### config.mk
export PLATFORM = sky130hd
export DESIGN_NAME = min_max_peak_decimator_flat
export DESIGN_NICKNAME = d
export VERILOG_FILES = /design/src/design/mmpd_pkg.sv /design/src/design/mmpd_if.sv /design/src/design/mmpd_bin_stats.sv /design/src/design/min_max_peak_decimator.sv /design/src/flat_wrapper.sv
export SDC_FILE = /design/constraint.sdc
export NUM_CORES = 1
export LEC_CHECK = 0
export BUFFER_PORTS_ARGS = -buffer_cell sky130_fd_sc_hd__buf_2
export CORE_MARGIN = 2
export CORE_UTILIZATION = 45
export DETAILED_ROUTE_END_ITERATION = 16
export MAX_ROUTING_LAYER = met4
export PLACE_DENSITY = 0.61
export SLEW_MARGIN = 20
export SYNTH_ARGS = -nofsm -noshare
export SYNTH_HDL_FRONTEND = slang
export SYNTH_HIERARCHICAL = 1
export SYNTH_SLANG_ARGS = --single-unit
export TNS_END_PERCENT = 5
### constraint.sdc
create_clock -name clk -period 23 [get_ports clk]
set_input_delay 4.6 -clock clk [delete_from_list [all_inputs] [get_ports clk]]
set_output_delay 4.6 -clock clk [all_outputs]
set_load 0.05 [all_outputs]
### src/design/mmpd_pkg.sv
// Shared types and constants for the min/max/peak waveform decimator.
// No dependencies; every other file of the block imports this package.
package mmpd_pkg;

  localparam int SAMPLE_BITS    = 24;
  localparam int COUNT_BITS     = 16;
  localparam int REM_BITS       = COUNT_BITS + 1;
  localparam int CFG_INDEX_BITS = 8;

  typedef logic signed [SAMPLE_BITS-1:0] sample_t;
  typedef logic        [SAMPLE_BITS-1:0] mag_t;
  typedef logic        [COUNT_BITS-1:0]  count_t;
  typedef logic        [REM_BITS-1:0]    rem_t;
  typedef logic        [CFG_INDEX_BITS-1:0] cfg_index_t;

  localparam cfg_index_t REG_FRAME_LENGTH = cfg_index_t'(0);
  localparam cfg_index_t REG_BIN_COUNT    = cfg_index_t'(1);

  localparam count_t FRAME_LENGTH_RESET = count_t'(4096);
  localparam count_t BIN_COUNT_RESET    = count_t'(1024);

  // Statistics of the open bin, including the word just taken.
  typedef struct packed {
    sample_t peak;
    sample_t min;
    sample_t max;
  } stats_t;

  // Control from the bin sequencer to the statistics tracker.
  typedef struct packed {
    logic step;      // a valid sample enters the open bin
    logic bin_done;  // this sample closes the bin
    logic clear;     // drop all frame state
  } stats_ctrl_t;

endpackage

### src/design/mmpd_if.sv
// Handshake interfaces of the decimator: sample input, result output, config writes.
// Depends on mmpd_pkg for payload types.
interface mmpd_sample_if;
  import mmpd_pkg::*;
  logic    valid;
  logic    ready;
  sample_t sample;
  modport source (output valid, output sample, input ready);
  modport sink   (input valid, input sample, output ready);
endinterface

interface mmpd_result_if;
  import mmpd_pkg::*;
  logic    valid;
  logic    ready;
  sample_t peak_sample;
  sample_t bin_min;
  sample_t bin_max;
  count_t  bin_number;
  logic    frame_end;
  logic    config_error;
  modport source (output valid, output peak_sample, output bin_min, output bin_max,
                  output bin_number, output frame_end, output config_error,
                  input ready);
  modport sink   (input valid, input peak_sample, input bin_min, input bin_max,
                  input bin_number, input frame_end, input config_error,
                  output ready);
endinterface

interface mmpd_cfg_if;
  import mmpd_pkg::*;
  logic       valid;
  logic       ready;
  cfg_index_t index;
  count_t     data;
  modport source (output valid, output index, output data, input ready);
  modport sink   (input valid, input index, input data, output ready);
endinterface

### src/design/mmpd_bin_stats.sv
// Running min, max and first-largest-magnitude tracker for the open bin.
// Depends on mmpd_pkg; driven by the bin sequencer in the top level.
module mmpd_bin_stats (
  input  logic                 clk,
  input  logic                 rst,
  input  mmpd_pkg::stats_ctrl_t ctrl,
  input  mmpd_pkg::sample_t    sample,
  output mmpd_pkg::stats_t     stats_next
);
  import mmpd_pkg::*;

  logic    active;
  sample_t run_min;
  sample_t run_max;
  sample_t run_peak;
  mag_t    run_mag;

  logic    first;
  mag_t    mag;
  mag_t    base_mag;
  mag_t    mag_next;

  always_comb begin
    first    = !active;
    mag      = sample[SAMPLE_BITS-1] ? mag_t'(-sample) : mag_t'(sample);
    base_mag = first ? '0 : run_mag;
    stats_next.peak = first ? '0 : run_peak;
    mag_next        = base_mag;
    if (mag > base_mag) begin
      stats_next.peak = sample;
      mag_next        = mag;
    end
    if (first) begin
      stats_next.min = sample;
      stats_next.max = sample;
    end else begin
      stats_next.min = (sample < run_min) ? sample : run_min;
      stats_next.max = (sample > run_max) ? sample : run_max;
    end
  end

  always_ff @(posedge clk) begin
    if (rst || ctrl.clear) begin
      active <= 1'b0;
    end else if (ctrl.step) begin
      active   <= !ctrl.bin_done;
      run_min  <= stats_next.min;
      run_max  <= stats_next.max;
      run_peak <= stats_next.peak;
      run_mag  <= mag_next;
    end
  end

endmodule

### src/design/min_max_peak_decimator.sv
// Top level of the min/max/peak waveform decimator: config registers, bin
// boundary sequencer and result register. Depends on mmpd_pkg, mmpd_if, mmpd_bin_stats.
//
//   port     dir   word                                                    width
//   cfg      in    index, data (frame_length = 0, bin_count = 1)           8 + 16
//   samples  in    sample                                                  24
//   results  out   peak_sample, bin_min, bin_max, bin_number,              24x3 + 16
//                  frame_end, config_error                                 + 1 + 1
//
// One sample per cycle unless the result stalls; a closed bin reaches the result
// register in the cycle after its last sample. The remainder subtract and compare
// sets the path. rst restores frame_length 4096, bin_count 1024 and an empty frame.
// Any config write drops the frame in progress. A stalled result holds
// samples off only while the result register is full and not taken.
module min_max_peak_decimator (
  input logic          clk,
  input logic          rst,
  mmpd_cfg_if.sink     cfg,
  mmpd_sample_if.sink  samples,
  mmpd_result_if.source results
);
  import mmpd_pkg::*;

  count_t frame_length;
  count_t bin_count;
  count_t sample_counter;
  count_t bin_counter;
  rem_t   boundary_remainder;

  logic        accept;
  logic        bad_cfg;
  rem_t        n_ext;
  rem_t        m_ext;
  rem_t        r_cur;
  rem_t        r_sub;
  rem_t        cnt_next;
  logic        close;
  logic        last;
  stats_ctrl_t ctrl;
  stats_t      stats_next;

  assign cfg.ready     = 1'b1;
  assign samples.ready = !results.valid || results.ready;
  assign accept        = samples.valid && samples.ready;

  always_comb begin
    n_ext    = {1'b0, frame_length};
    m_ext    = {1'b0, bin_count};
    bad_cfg  = (bin_count == '0) || (bin_count >= frame_length);
    r_cur    = (sample_counter == '0) ? n_ext : boundary_remainder;
    r_sub    = (r_cur >= m_ext) ? r_cur - m_ext : '0;
    cnt_next = {1'b0, sample_counter} + rem_t'(1);
    close    = r_sub < m_ext;
    last     = cnt_next >= n_ext;
    ctrl.step     = accept && !bad_cfg;
    ctrl.bin_done = close;
    ctrl.clear    = (cfg.valid && cfg.ready) || (accept && (bad_cfg || (close && last)));
  end

  mmpd_bin_stats u_stats (
    .clk        (clk),
    .rst        (rst),
    .ctrl       (ctrl),
    .sample     (samples.sample),
    .stats_next (stats_next)
  );

  // config registers and bin sequencer
  always_ff @(posedge clk) begin
    if (rst) begin
      frame_length       <= FRAME_LENGTH_RESET;
      bin_count          <= BIN_COUNT_RESET;
      sample_counter     <= '0;
      bin_counter        <= '0;
      boundary_remainder <= '0;
    end else if (cfg.valid && cfg.ready) begin
      unique case (cfg.index)
        REG_FRAME_LENGTH: frame_length <= cfg.data;
        REG_BIN_COUNT:    bin_count    <= cfg.data;
        default:          ;
      endcase
      sample_counter     <= '0;
      bin_counter        <= '0;
      boundary_remainder <= '0;
    end else if (accept) begin
      if (bad_cfg || (close && last)) begin
        sample_counter     <= '0;
        bin_counter        <= '0;
        boundary_remainder <= '0;
      end else if (close) begin
        sample_counter     <= cnt_next[COUNT_BITS-1:0];
        bin_counter        <= bin_counter + count_t'(1);
        boundary_remainder <= r_sub + n_ext;
      end else begin
        sample_counter     <= cnt_next[COUNT_BITS-1:0];
        boundary_remainder <= r_sub;
      end
    end
  end

  // result register
  always_ff @(posedge clk) begin
    if (rst) begin
      results.valid <= 1'b0;
    end else if (accept && (bad_cfg || close)) begin
      results.valid <= 1'b1;
    end else if (results.ready) begin
      results.valid <= 1'b0;
    end
  end

  always_ff @(posedge clk) begin
    if (accept && (bad_cfg || close)) begin
      if (bad_cfg) begin
        results.peak_sample  <= '0;
        results.bin_min      <= '0;
        results.bin_max      <= '0;
        results.bin_number   <= '0;
        results.frame_end    <= 1'b0;
        results.config_error <= 1'b1;
      end else begin
        results.peak_sample  <= stats_next.peak;
        results.bin_min      <= stats_next.min;
        results.bin_max      <= stats_next.max;
        results.bin_number   <= bin_counter;
        results.frame_end    <= last;
        results.config_error <= 1'b0;
      end
    end
  end

endmodule

### src/flat_wrapper.sv
// flat-port wrapper written by rule: the top's interface ports become plain ports
module min_max_peak_decimator_flat import mmpd_pkg::*;
  (clk, rst, cfg_valid, cfg_index, cfg_data, cfg_ready, samples_valid, samples_sample, samples_ready, results_valid, results_peak_sample, results_bin_min, results_bin_max, results_bin_number, results_frame_end, results_config_error, results_ready);
  mmpd_cfg_if cfg_i ();
  mmpd_sample_if samples_i ();
  mmpd_result_if results_i ();
  input logic clk;
  input logic rst;
  input wire logic [$bits(cfg_i.valid)-1:0] cfg_valid;
  input wire logic [$bits(cfg_i.index)-1:0] cfg_index;
  input wire logic [$bits(cfg_i.data)-1:0] cfg_data;
  output wire logic [$bits(cfg_i.ready)-1:0] cfg_ready;
  input wire logic [$bits(samples_i.valid)-1:0] samples_valid;
  input wire logic [$bits(samples_i.sample)-1:0] samples_sample;
  output wire logic [$bits(samples_i.ready)-1:0] samples_ready;
  output wire logic [$bits(results_i.valid)-1:0] results_valid;
  output wire logic [$bits(results_i.peak_sample)-1:0] results_peak_sample;
  output wire logic [$bits(results_i.bin_min)-1:0] results_bin_min;
  output wire logic [$bits(results_i.bin_max)-1:0] results_bin_max;
  output wire logic [$bits(results_i.bin_number)-1:0] results_bin_number;
  output wire logic [$bits(results_i.frame_end)-1:0] results_frame_end;
  output wire logic [$bits(results_i.config_error)-1:0] results_config_error;
  input wire logic [$bits(results_i.ready)-1:0] results_ready;
  assign cfg_i.valid = cfg_valid;
  assign cfg_i.index = cfg_index;
  assign cfg_i.data = cfg_data;
  assign cfg_ready = cfg_i.ready;
  assign samples_i.valid = samples_valid;
  assign samples_i.sample = samples_sample;
  assign samples_ready = samples_i.ready;
  assign results_valid = results_i.valid;
  assign results_peak_sample = results_i.peak_sample;
  assign results_bin_min = results_i.bin_min;
  assign results_bin_max = results_i.bin_max;
  assign results_bin_number = results_i.bin_number;
  assign results_frame_end = results_i.frame_end;
  assign results_config_error = results_i.config_error;
  assign results_i.ready = results_ready;
  min_max_peak_decimator u_core (.clk(clk), .rst(rst), .cfg(cfg_i), .samples(samples_i), .results(results_i));
endmodule
---- Yosys cells after proc, flatten, opt, wreduce, memory -nomap -nowiden ----
Index checks and enable logic that the tools add are counted.
storage, ports and cells
  logic and storage cells ................. 73
  bits in registers ....................... 269
  input port bits ......................... 53
  output and inout port bits .............. 93
cells by class
  equal/unequal tests ..................... 1
  order comparisons ....................... 7
  $add $sub $neg .......................... 5
  bitwise gates (word level) .............. 1
  reduce and logical (&&, ||, !) cells .... 24
  mux-type cells .......................... 18
operators by type and width
  operator                                             count
  two-way mux 24 bit                                   7
  two-way mux 17 bit                                   4
  > comparator 24 bit                                  2
  two-way mux 16 bit                                   3
  two-way mux 48 bit                                   1
  greater-or-equal comparator 17 x 16 -> 1 bit         2
  logical NOT 16 bit                                   2
  less-than comparator 24 bit                          1
  negator 24 bit                                       1
  adder 16 x 1 -> 17 bit, second input constant        1
  adder 17 x 16 -> 17 bit                              1
  less-than comparator 17 x 16 -> 1 bit                1
  subtractor 17 x 16 -> 17 bit                         1
  adder 16 x 1 -> 16 bit, second input constant        1
  greater-or-equal comparator 16 bit                   1
  equality test 8 x 1 -> 1 bit, second input constant  1
  logical NOT 8 bit                                    1
  AND reduction 2 bit                                  4
  logical OR 1 bit                                     6
  logical AND 1 bit                                    5
  nonzero test 2 bit                                   2
  logical NOT 1 bit                                    3
  two-way mux 1 bit                                    3
  OR reduction 2 bit                                   1
  inverter 1 bit                                       1

---- Depth between registers and ports, before layout ----
Gate-level depths: netlist (run 1).
  depth in word-level cells ............... 12
  gate-level depth with buffers ........... 31

---- Hierarchy ----
The synthesis (run 1) kept the hierarchy.
by module, submodules not included
  module                  times used  area each (sq um)  cells an instance
  min_max_peak_decimator  1           9,773.1            998
  mmpd_bin_stats          1           6,653.9            605

---- Worst setup path before layout (run 1) ----
No wires, ideal clock.
  kind .................................... input -> register
  start point ............................. in results_ready
  end point ............................... reg u_core.u_stats.run_mag[0] (enable)
  stages .................................. 5
  path buffers ............................ 0
  data arrival time ....................... 12,685 ps
  path slack .............................. 9,627 ps
  cells stage by stage .................... nand2b_1 nand2_1 a21oi_1 or2_2 nor3b_1
RTL lines
  what                  RTL line              source
  from (decl)           flat_wrapper.sv:23    input wire logic [$bits(results_i.ready)-1:0] results_ready;
  to (signal assigned)  mmpd_bin_stats.sv:50  run_mag <= mag_next;
  to (decl)             mmpd_bin_stats.sv:16  mag_t run_mag;

---- Worst setup path after layout (run 1) ----
  start point ............................. in results_ready
  end point ............................... out samples_ready
on the way
  longest elaborated chain between the ends .. 1
ends and longest elaborated chain
  what              RTL line                      source
  logical OR 1 bit  min_max_peak_decimator.sv:43  assign samples.ready = !results.valid || results.ready;
  to (decl)         flat_wrapper.sv:15            output wire logic [$bits(samples_i.ready)-1:0] samples_ready;
Every way passes these cells.

==> results of run 1 <==
-- layout by cell type (no fill, tap or decap), types with 10 or more instances in the layout --
cell	netlist	routed
and3_1	13	13
o21a_1	17	16
mux2_2	15	15
edfxtp_1	186	186
buf_4	2	10
nor3_1	16	16
xnor2_1	47	47
nand2_1	101	101
o21ai_0	67	67
buf_2	10	144
a21o_1	28	28
mux2i_1	102	102
nor2_1	104	103
nor2b_1	10	10
dfxtp_1	83	82
nand4_1	24	24
or3_1	14	14
and2_1	120	120
nand3_1	35	35
a22oi_1	14	14
ha_1	150	150
a21oi_1	77	76
clkbuf_16	0	31
xor2_1	15	15
mux2_1	11	11
inv_1	145	144
-- sequential cells by signal (all words and copies together) (netlist names), 17 cells and up --
register / count
u_core/u_stats/run_max: 24
u_core/boundary_remainder: 17
u_core/u_stats/run_mag: 24
u_core/u_stats/run_peak: 24
u_core/results.peak_sample: 24
u_core/results.bin_max: 24
u_core/u_stats/run_min: 24
u_core/results.bin_min: 24
-- worst max-delay path, cell delays in order --
cell	delay (ns)
buf_2	0.07
nand2b_1	0.13
buf_2	0.28
-- area by class of cell --
class | instances | area share
clock buffer | 37 | 0.04285
clock inverter | 18 | 0.01175
inverter | 147 | 0.02969
tap | 461 | 0.03096
sequential | 269 | 0.3891
antenna | 1 | 0.0001343
multi-input combinational | 1132 | 0.4513
timing repair buffer | 155 | 0.04420
-- through the flow --
step	utilization	std cells
after detailed placement	0.4917	2163
after global placement	0.4916	2163
final	0.5212	2220
after global routing	0.5212	2220
after floorplan	-	1603
after CTS	0.5202	2218
-- cells in the mapped netlist, types with 16 or more instances --
library cell    n  area [µm²]
xnor2_1        47       411.6
o21a_1         17       127.6
o21ai_0        67       335.3
nor2_1        104       390.4
nor3_1         16       80.08
and2_1        120       750.7
a21oi_1        77       385.4
ha_1          150        1877
a21o_1         28       210.2
inv_1         145       544.3
dfxtp_1        83        1662
nand4_1        24       150.1
mux2i_1       102        1021
nand3_1        35       175.2
edfxtp_1      186        5585
nand2_1       101       379.1
clkbuf_1       38       142.6
-- logic make-up after synthesis --
logic type	count (synthesis)	share of synthesized area
AOI/OAI and AO/OA	299	0.1207
muxes	129	0.08089
buffers and inverters	202	0.04966
other	1	0.0002283
xor gates and xnor gates	62	0.03306
DFF	269	0.4412
adders and majority gates	155	0.1185
and+or+nand+nor	486	0.1558
-- power by group through the flow --
stage	logic, mW	clock network [mW]	registers, mW
floorplan	0.116	0	0.639
finish	0.247	0.503	0.566
CTS	0.248	0.516	0.566
global route	0.267	0.533	0.569
detailed placement	0.246	0	0.576
global placement	0.244	0	0.576
-- routing by layer --
metal,part of all wire,wire (µm)
met1,0.48,20750
met2,0.45,19380
met3,0.043,1839
met4,0.021,886
met5,0,0
-- final timing paths --
path / start / to / slack [ns] / cells past startpoint
hold reg to reg: u_core/boundary_remainder[5] / u_core/boundary_remainder[5] / 0.46 / 2
setup / recovery: results_ready / samples_ready / 13.32 / 3
setup reg to reg: u_core/sample_counter[0] / u_core/u_stats/run_min[2] / 14.22 / 25
hold / removal: u_core/boundary_remainder[5] / u_core/boundary_remainder[5] / 0.46 / 2
==> run summary, run 1 <==
Largest net degree at the start of global routing - 96
Syn nets - 1808
Post-Synthesis Cells - 1603
Clock latency on the worst-skew pair - 0.57 ns
Die Y - 195.1 µm
CTS tree - done
P_int - 930.1 µW
Mean routed wirelength per cell - 19.30 µm
Startpoint types - primary input
Area grow syn2layout - 13.40%
PwrDens - 70.63 nW/µm²
# clock sinks - 269
GRT Max-Usage Layer - met2
Final Setup Violations - 0
CTS max path bufs - 3
Floorplan Core Area - 35740 µm²
Area of the multi-input gates - 8407 µm²
CTS root buf - clkbuf_16
Fin Setup TNS - 0 ns
# fillers - 3297
Leakage power - 7.658 nW
Met2 global-route usage - 0.3618
Critical path capture point type - output pin
Met1 Use GR - 0.3204
Total track usage - 0.2320
CTS resizes - 0
Vias in the first global route - 12078
Worst hold-check path type - reg2reg
Post-CTS Hold Fix Bufs - 0
Kind of critical path - in2out
Total grt overflow - 0
Clk pwr share - 0.382
Setup ws final - 13.32 ns
Worst slew pin tran - 1.055 ns
Sequential share of the synthesized area - 0.4412
Sw power - 385.6 µW
Status - finished clean
WP data arrival - 5.08 ns
Max-slew violation count - 0
Drt total wl - 42860 µm
GP Congestion - 0.8902
Num ports - 146
Dominant synthesized flop cell - edfxtp_1
Synth Register Bits - 269
Clock skew - 0.01067 ns
Antenna Nets Post-Route - 0
Syn avg cell area - 10.25 µm²
Pre-CTS setup slack - 13.32 ns
Max Cap Violations - 0
Post-CTS Setup Inserts - 0
H-tree levels - 1
Die area - 38050 µm²
Tcrit/Tclk final - 0.4210
Netlist Area Pre-Place - 16430 µm²
Nets@finish - 1940
Comb pwr share - 0.188
Fmax - 103.3 MHz
HPWL after detailed placement - 30960 µm
DP Area - 17580 µm²
PnR Total Power - 1.316 mW
Post-synth EDFFs - 186
DR DRC count - 0
Met3 Track Usage GR - 0.03385
Final instance area - 18630 µm²
RSZ-0062 raised after global routing - false
Rows - 69
FF+latch area - 7248 µm²
First-pass GRT wire length - 67710 µm
YS warnings - 6
Worst EP required - 18.40 ns
Iteration-0 DRC Markers - 745
Antenna violations before repair - 2
Worst-path clk slew - 0.06 ns
Maximum net fanout on the critical path - 4
VDD IR-drop max - 0.00005462 V
Slew headroom - 0.2965
Sequential fraction of design power - 0.430
Final hold slack - 0.4600 ns
Asr flop ratio synth - 0
Sw Ratio - 0.2931
Initial Utilization - 0.4596
Via/cell ratio - 5.513
Tmin final - 9.683 ns
Buffers added on ports - 144
Vias - 12238
Die W - 195.1 µm
TritonCTS buffer count - 30
Final hold viol count - 0
Share of cells above drive strength 1 - 0.1433
Post-synth cell types - 84
First-pass iteration count of the detailed router - 5
(Power assumes the default switching activity.)
==> run 2, diff against run 1 <==
--- a/config.mk
+++ b/config.mk
@@ -5,6 +5,7 @@
 export SDC_FILE = /design/constraint.sdc
 export NUM_CORES = 1
 export LEC_CHECK = 0
+export ABC_AREA = 1
 export BUFFER_PORTS_ARGS = -buffer_cell sky130_fd_sc_hd__buf_2
 export CORE_MARGIN = 2
 export CORE_UTILIZATION = 45
==> constraint.sdc (replaced) <==
create_clock -name clk -period 9.5 [get_ports clk]
set_input_delay 1.9 -clock clk [delete_from_list [all_inputs] [get_ports clk]]
set_output_delay 1.9 -clock clk [all_outputs]
set_load 0.05 [all_outputs]
==> run 2 against run 1 <==
Effect of this change: power grew to 2.8 times the previous value; first-iteration DRC count rose by 68%; synthesized area is 7.4% higher; clock power grew to 2.6 times the previous value; final area grew 6.4%; final cell count up 32%; flip-flop and latch count unchanged; sequential share of layout area is 2.3 points lower; critical endpoint is now u_core/u_stats/run_mag[0].
==> run summary, run 2 <==
Status - finished clean (unchanged)
Drt total wl - 49660 µm (was 42860 µm)
Complex-gate fraction of the synthesized area - 0.08527 (was 0.1207)
Fin Setup TNS - 0 ns (unchanged)
CTS resizes - 0 (unchanged)
Post-Synth Adder-Cell Area - 0.1087 (was 0.1185)
Leakage power - 9.451 nW (was 7.658 nW)
Pre-CTS setup slack - 2.663 ns (was 13.32 ns)
Final instance area - 19820 µm² (was 18630 µm²)
YS warnings - 6 (unchanged)
Antenna violations before repair - 0 (was 2)
Initial Utilization - 0.4564 (was 0.4596)
CTS max path bufs - 3 (unchanged)
Worst hold-check path type - reg2reg (unchanged)
Synth Register Bits - 269 (unchanged)
Slowest cell on crit path - buf_4 (was buf_2)
Worst slew pin tran - 0.9058 ns (was 1.055 ns)
Mean routed wirelength per cell - 17.00 µm (was 19.30 µm)
Worst EP required - 9.67 ns (was 18.40 ns)
Clk pwr share - 0.356 (was 0.382)
Area grow syn2layout - 12.35% (was 13.40%)
Sw power - 1.245 mW (was 385.6 µW)
CTS tree - done (unchanged)
Multiplexer share of the synthesized area - 0 (was 0.08089)
Antenna Nets Post-Route - 0 (unchanged)
Slew headroom - 0.3961 (was 0.2965)
RSZ-0062 raised after global routing - false (unchanged)
# clock sinks - 269 (unchanged)
Commonest cells after routing, fill and taps aside - nand2_1, inv_1, nor2_1 (was edfxtp_1, ha_1, buf_2, inv_1, and2_1)
Share of cells above drive strength 1 - 0.1119 (was 0.1433)
Tmin final - 6.925 ns
Largest net degree at the start of global routing - 76 (was 96)
Worst-path clk slew - 0.06 ns (about the same)
Buffers added on ports - 144 (unchanged)
Maximum net fanout on the critical path - 42 (was 4)
Max Cap Violations - 0 (unchanged)
H-tree levels - 2 (was 1)
Post-CTS Setup Inserts - 0 (unchanged)
Total grt overflow - 0 (unchanged)
Sequential share of the synthesized area - 0.4109 (was 0.4412)
Syn nets - 2474 (was 1808)
Buf/Inv on CP - 3 (was 2)
Top cell by count, worst path - nand2_1 (was buf_2)
Post-synth EDFFs - 186 (unchanged)
Sequential fraction of design power - 0.389 (was 0.430)
Placed cell count - 2863 (was 2163)
CTS root buf - clkbuf_16 (unchanged)
Final Setup Violations - 0 (unchanged)
Finished Layout Cells - 2922 (was 2220)
Final hold slack - 0.4751 ns (was 0.4600 ns)
P_int - 2.378 mW (was 930.1 µW)
Startpoint types - register (was primary input)
GP Congestion - 0.9181 (was 0.8902)
Fmax - 144.4 MHz
VDD IR-drop max - 0.00009351 V (was 0.00005462 V)
Die Y - 202.0 µm (was 195.1 µm)
Asr flop ratio synth - 0 (unchanged)
PnR Total Power - 3.623 mW (was 1.316 mW)
Iteration-0 DRC Markers - 1254 (was 745)
WP data arrival - 7.10 ns (was 5.08 ns)
Total track usage - 0.2502 (was 0.2320)
Sw Ratio - 0.3436 (was 0.2931)
Post-Synthesis Cells - 2269 (was 1603)
Tcrit/Tclk final - 0.7290
Slowest cell delay on critical path - 0.61 ns (was 0.28 ns)
Number of diodes - 0 (was 1)
Via/cell ratio - 5.227 (was 5.513)
Top cell type's share of synthesized area - 0.3167 (was 0.3400)
Synth Area in XOR/XNOR - 0.03015 (was 0.03306)
Area contributors post-synth - edfxtp_1, nand2_1, ha_1 (was edfxtp_1, ha_1, dfxtp_1)
Crit path max-delay family - simple AND/OR/NAND/NOR gates (was buffers and inverters)
Post-CTS Hold Fix Bufs - 0 (unchanged)
DP Area - 18700 µm² (was 17580 µm²)
First-pass GRT wire length - 78460 µm (was 67710 µm)
Netlist Area Pre-Place - 17640 µm² (was 16430 µm²)
Dominant synthesized flop cell - edfxtp_1 (unchanged)
Rows - 72 (was 69)
Final hold viol count - 0 (unchanged)
Die W - 202.0 µm (was 195.1 µm)
DR DRC count - 0 (unchanged)
Most common cell in the netlist - nand2_1 (was edfxtp_1)
Setup ws final - 2.575 ns (was 13.32 ns)
Max-slew violation count - 0 (unchanged)
Critical path capture point type - register (was output pin)
Floorplan Core Area - 38650 µm² (was 35740 µm²)
Vias in the first global route - 14627 (was 12078)
Comb pwr share - 0.255 (was 0.188)
Dominant combinational cell family by area after synthesis - simple AND/OR/NAND/NOR gates (unchanged)
Die area - 40800 µm² (was 38050 µm²)
HPWL after detailed placement - 35750 µm (was 30960 µm)
Vias - 15272 (was 12238)
PwrDens - 182.8 nW/µm² (was 70.63 nW/µm²)
Kind of critical path - reg2reg (was in2out)
Core Util, Final - 0.5128 (was 0.5212)
Post-synth cell types - 52 (was 84)
Syn avg cell area - 7.774 µm² (was 10.25 µm²)
Post-synth top cells - nand2_1, inv_1, nor2_1 (was edfxtp_1, ha_1, inv_1)
TritonCTS buffer count - 34 (was 30)
Num ports - 146 (unchanged)
Post-synth top area cell - edfxtp_1 (unchanged)
First-pass iteration count of the detailed router - 5 (unchanged)
Clock latency on the worst-skew pair - 0.54 ns (was 0.57 ns)
Clock skew - 0.02035 ns (was 0.01067 ns)
Nets@finish - 2586 (was 1940)
Most common cell after layout, fill and taps aside - nand2_1 (was edfxtp_1)
Synth Area in Simple Gates - 0.2662 (was 0.1558)
[run 2: changes by cell type in the layout (fill, tap and decap cells not counted), sizes merged, moves of 82 or more]
cell and change:
nand3 +105, and2 -120, mux2i -102, a21oi +82, inv +205, nor2 +124
nand2 +490
[run 2: power by group through the flow]
stage	registers [mW]	clock network, mW	logic [mW]
6_report	1.41	1.29	0.924
3_3_place_gp	1.44	0	0.915
3_5_place_dp	1.43	0	0.919
4_1_cts	1.41	1.32	0.924
5_1_grt	1.42	1.37	1.02
2_1_floorplan	1.63	0	0.501
[run 2: routing by layer]
metal	share of wire	up-vias	track usage
li1	-	7633	-
met1	0.45	7148	0.3255
met2	0.47	413	0.4005
met3	0.054	78	0.03886
met4	0.029	0	0.08167
met5	0	-	-
[run 2: final cells by class]
class,count,area (µm²)
fillers,3731,18830
multi-input cells,1568,8671
flip-flops and latches,269,7251
inverters,352,1324
clock buffers,42,943.4
repair buffers,156,810.8
well taps,518,648.1
clock inverters,17,168.9
[run 2: worst min-delay path: cells and delay by family, from the launching register on]
family	cells	cell delay [ns]
AOI/OAI and AO/OA	1	0.05
DFF	1	0.31
and+or+nand+nor	1	0.06
[run 2: path summary, 6_finish.rpt]
kind	from	to	slack, ns	depth (start not counted)
setup / recovery	u_core/sample_counter[3]	u_core/u_stats/run_mag[0]	2.57	31
hold / removal	u_core/boundary_remainder[8]	u_core/boundary_remainder[8]	0.48	2
setup reg to reg	u_core/sample_counter[3]	u_core/u_stats/run_mag[0]	2.57	31
hold reg to reg	u_core/boundary_remainder[8]	u_core/boundary_remainder[8]	0.48	2
[run 2: cells by family (layout without fill, tap and decap cells)]
family | count (synthesis) | count (layout)
AO/OA/AOI/OAI | 281 | 281
XOR/XNOR | 59 | 59
adder cells (fa/ha/maj) | 152 | 152
buffers and inverters | 432 | 567
flip-flops | 269 | 269
other | 1 | 1
AND/OR/NAND/NOR | 1075 | 1075
